File: config.mk
export PLATFORM = sky130hd
export DESIGN_NAME = ffra_ram
export DESIGN_NICKNAME = d
export VERILOG_FILES = /design/src/rtl/ffra_ram.sv
export SDC_FILE = /design/constraint.sdc
export NUM_CORES = 1
export LEC_CHECK = 0
export ABC_AREA = 0
export ABC_CLOCK_PERIOD_IN_PS = 1600
export BUFFER_PORTS_ARGS = -buffer_cell sky130_fd_sc_hd__buf_2
export CAP_MARGIN = 30
export CORE_ASPECT_RATIO = 0.8
export CORE_UTILIZATION = 50
export DETAILED_ROUTE_END_ITERATION = 8
export GPL_ROUTABILITY_DRIVEN = 0
export HOLD_SLACK_MARGIN = 0.08
export PLACE_DENSITY = 0.7
export SLEW_MARGIN = 0
export SYNTH_ARGS = -nofsm -noshare
export SYNTH_HDL_FRONTEND = slang
export SYNTH_SLANG_ARGS = --single-unit
File: constraint.sdc
create_clock -name clk_i -period 1.6 [get_ports clk_i]
set_input_delay 0.16 -clock clk_i [delete_from_list [all_inputs] [get_ports clk_i]]
set_output_delay 0.16 -clock clk_i [all_outputs]
set_load 0.05 [all_outputs]
File: src/rtl/ffra_ram.sv
// Generic simple dual-port RAM with one write port and one registered read port.
// No dependencies.
module ffra_ram #(
  parameter int WIDTH = 8,
  parameter int DEPTH = 16
) (
  input  logic                     clk_i,
  input  logic                     we_i,
  input  logic [$clog2(DEPTH)-1:0] waddr_i,
  input  logic [WIDTH-1:0]         wdata_i,
  input  logic                     re_i,
  input  logic [$clog2(DEPTH)-1:0] raddr_i,
  output logic [WIDTH-1:0]         rdata_o
);

  logic [WIDTH-1:0] mem [DEPTH];
  logic [WIDTH-1:0] rdata_q;

  always_ff @(posedge clk_i) begin
    if (we_i) begin
      mem[waddr_i] <= wdata_i;
    end
    if (re_i) begin
      rdata_q <= mem[raddr_i];
    end
  end

  assign rdata_o = rdata_q;

endmodule

Word level (Yosys, flattened, before mapping)
Memories as Yosys holds them, arrays and structs flattened. A register that Yosys moved wholly into a read port is not among the register bits.
Index checks and enable logic that the tools add are counted.

operators by class
  multiplexer cells = 2

operators with widths
  kind     number
  $mux W1  2

storage, ports and cells
  register bits = 0
  memory bits (writable) = 128
  input bits = 19
  output and inout port bits = 8
  memories kept = 1

memory list
  name  words  bits a word  read ports  clocked after Yosys merged registers in  wr ports  RTL line  text
  mem   16     8            1           1                                        1         16        logic [WIDTH-1:0] mem [DEPTH];

Longest topological paths before layout
  depth after elaboration = 2
  gate-level depth with buffers = 5
  mapped depth without buffers = 3

Least setup slack after synthesis
OpenSTA, ideal clock, no wires.

  kind = input to register
  start = in waddr_i[2]
  end = mem mem[0][0], enable pin
  library setup time = 0.383 ns
  data arrival time = 1.270 ns
  data required time = 1.217 ns
  path slack = -0.053 ns
  stages = 2
  buffers on the path = 0
  path through = or3b_2 -> nor3_1

RTL lines
  item         RTL line  text
  from (decl)  9         input logic [$clog2(DEPTH)-1:0] waddr_i,
  to (decl)    16

No word-level cell before the write port.

==> flow_metrics.env <==
export IMPL_grt_pass1_wl_microns=15400
export IMPL_slew_violations=0
export IMPL_cp_max_fo=1
export IMPL_swShare=0.203
export IMPL_max_slew_margin=0.732
export IMPL_r2r_slack_ns=0.08
export IMPL_route_detailed_drc=0
export IMPL_reg2regPathDepth=3
export IMPL_clockBufferDepth=2
export IMPL_max_cap_viol_count=0
export IMPL_track_usage=0.212
export IMPL_multi_input_area_sq_um=1070
export IMPL_synth_warnings=0
export IMPL_grt_overflow_total=0
export IMPL_cts_root_buf="clkbuf_16"
export IMPL_syn_inst=229
export IMPL_syn_to_final_growth_pct=20.1
export IMPL_clock_sinks=136
export IMPL_p_seq_frac=0.488
export IMPL_worst_slew_pin_slew_ns=0.401
export IMPL_worst_hold_slack_ns=0.123
export IMPL_pwr_share_comb=0.053
export IMPL_clkPwrFrac=0.459
export IMPL_postCtsSetupBuffers=0
export IMPL_n_antenna_cell=0
export IMPL_total_leakage_power_nw=2.14
export IMPL_endpoint="rdata_o[7]$_DFFE_PP_"
export IMPL_stdcell_count=440
export IMPL_ys_seq_area_frac=0.781
export IMPL_nFillCells=665
export IMPL_antenna_found_initial=0
export IMPL_die_area_sq_um=10900
export IMPL_drive_above_1_share=0.339
export IMPL_drt_iter0_drc=228
export IMPL_p_sw_mw=1.68
export IMPL_max_freq_mhz=658
export IMPL_core_area_sq_um=9890
export IMPL_num_rows=32
export IMPL_ant_nets=0
export IMPL_fp_dieH_microns=93.5
export IMPL_syn_area_per_cell_sq_um=22.8
export IMPL_io_pins=27
export IMPL_crit_path_start="mem[0][7]$_DFFE_PP_"
export IMPL_cp_start_kind="register"
export IMPL_vias=2512
export IMPL_grt_start_max_net_pins=19
export IMPL_period_needed_ns=1.52
export IMPL_cts_tree="built"
export IMPL_io_buffer_count=26
export IMPL_initial_core_util=0.529
export IMPL_power_density_nw_per_um2=1320
export IMPL_dp_final_hpwl_microns=6340
export IMPL_die_w_microns=116
export IMPL_wl_microns=9910
export IMPL_hp_class="in -> reg"
export IMPL_crit_path_end_kind="register"
export IMPL_finalPower_mw=8.28
export IMPL_setup_tns_ns=0
export IMPL_reg2reg_from="mem[0][7]$_DFFE_PP_"
export IMPL_dpl_worst_slack_ns=-0.143
export IMPL_rsz0062_at_grt="no"
export IMPL_fin_nets=310
export IMPL_cp_required_ns=1.75
export IMPL_grt_pass1_vias=2552
export IMPL_cts_made_buffers=17
export IMPL_clkTransAtPathRegs_ns=0.06
export IMPL_synth_distinct_cells=18
export IMPL_wl_per_cell_microns=22.5
export IMPL_clk_latency_ns=0.41
export IMPL_crit_type="reg -> reg"
export IMPL_synth_seq_cells=136
export IMPL_syn_nets=248
export IMPL_r2r_end="rdata_o[7]$_DFFE_PP_"
export IMPL_skew_ns=0.00838
export IMPL_p_int_mw=6.60
export IMPL_htree_levels=4
export IMPL_hold_violations=0
export IMPL_routed_via_density=5.71
export IMPL_firstDrtPassIters=4
export IMPL_status="completed"
export IMPL_arrival_ns=1.67
export IMPL_finalCritPeriodShare=0.950
export IMPL_setup_viol=0
export IMPL_peakVddDrop_v=0.000825
export IMPL_placed_cells=408
export IMPL_seq_area_sq_um=4080
export IMPL_fin_ws_ns=0.0796
export IMPL_synth_cell_area_sq_um=5230
## area by class of cell
| cell class | instances | area share |
|---|---|---|
| sequential | 136 | 0.651 |
| multi-input combinational | 83 | 0.170 |
| clock buffer | 17 | 0.0678 |
| timing repair buffer | 53 | 0.0590 |
| tap | 136 | 0.0271 |
| clock inverter | 15 | 0.0255 |
## worst min-delay path by stage
| stage | from | end | slack [ns] | cells after the start |
|---|---|---|---|---|
| final | re_i | rdata_o[2]$_DFFE_PP_ | 0.12 | 1 |
| after global routing | re_i | rdata_o[7]$_DFFE_PP_ | 0.11 | 1 |
| after global placement | re_i | rdata_o[1]$_DFFE_PP_ | 0.54 | 1 |
| after floorplan | wdata_i[0] | mem[0][0]$_DFFE_PP_ | 0.26 | 0 |
| after CTS | re_i | rdata_o[2]$_DFFE_PP_ | 0.12 | 1 |
| after detailed placement | re_i | rdata_o[1]$_DFFE_PP_ | 0.55 | 1 |
## routing by layer
metal  track usage  part of all wire  up-vias
met5             0                 0        -
met4        0.0951             0.013        0
met3        0.0661             0.077       16
met2         0.315              0.48      108
met1         0.289              0.43     1286
li1              -                 -     1102
## cell families after synthesis
kind of cell	count (synthesis)	share of synthesized area
flops	136	0.781
simple gates	35	0.0314
buf+inv	10	0.0165
mux	32	0.148
compound gates	16	0.0230
## what timing repair did
item | 4_1_cts | 5_1_grt
endpoints found under the setup margin | 0 | 1
endpoints found under the hold margin | 0 | 0
hold buffers | 0 | 0
gates resized for setup | 0 | 1
## critical path, stage by stage, from the launching register on
cell and delay (ns):
edfxtp_1 0.41, mux4_2 0.51, a22oi_1 0.23, nand2_1 0.11
## Yosys cell counts
library cell	count	area, sq um
clkdlybuf4s25_2	3	30.0
and2b_1	1	7.51
buf_4	1	7.51
nor3_1	4	20.0
mux4_1	14	368
edfxtp_1	136	4080
buf_6	3	33.8
nand3b_1	2	15.0
nor2_1	13	48.8
and2_1	1	6.26
nor2b_1	1	6.26
mux4_2	18	405
or3b_2	1	8.76
nand2b_1	2	12.5
nand3_1	1	5.00
a22oi_1	16	120
buf_2	3	15.0
nand2_1	9	33.8
## metrics by stage
stage,utilization,area [sq um]
final,0.635,6280
after detailed placement,0.575,5690
after floorplan,-,5230
after global placement,0.575,5690
after global routing,0.635,6280
after CTS,0.634,6270
## registers in the layout, summed over array words and instances (netlist names)
signal / count
rdata_o: 8
mem: 128
## layout by cell type, fill, tap and decap left out
| cell | n |
|---|---|
| mux4_1 | 14 |
| clkinvlp_4 | 4 |
| nor2_1 | 13 |
| buf_2 | 26 |
| nand3b_1 | 2 |
| nor3_1 | 3 |
| nor3_2 | 1 |
| nand2_1 | 9 |
| mux4_2 | 18 |
| clkinv_1 | 3 |
| or3b_2 | 1 |
| nand3_1 | 1 |
| a22oi_1 | 15 |
| and2b_1 | 1 |
| a22oi_2 | 1 |
| clkinv_2 | 4 |
| buf_12 | 3 |
| bufinv_16 | 3 |
| edfxtp_1 | 136 |
| buf_4 | 24 |
| clkbuf_16 | 17 |
| nor2b_1 | 1 |
| and2_1 | 1 |
| nand2b_1 | 2 |
| clkinv_4 | 1 |
## power groups by stage
stage / logic [mW] / clock network [mW] / registers (mW)
after global placement: 0.432 / 0 / 4.11
after detailed placement: 0.444 / 0 / 4.11
final: 0.441 / 3.80 / 4.04
after CTS: 0.446 / 3.85 / 4.04
after global routing: 0.473 / 3.99 / 4.04
after floorplan: 0.203 / 0 / 4.17
No activity file was read; power rests on OpenSTA's default activity.
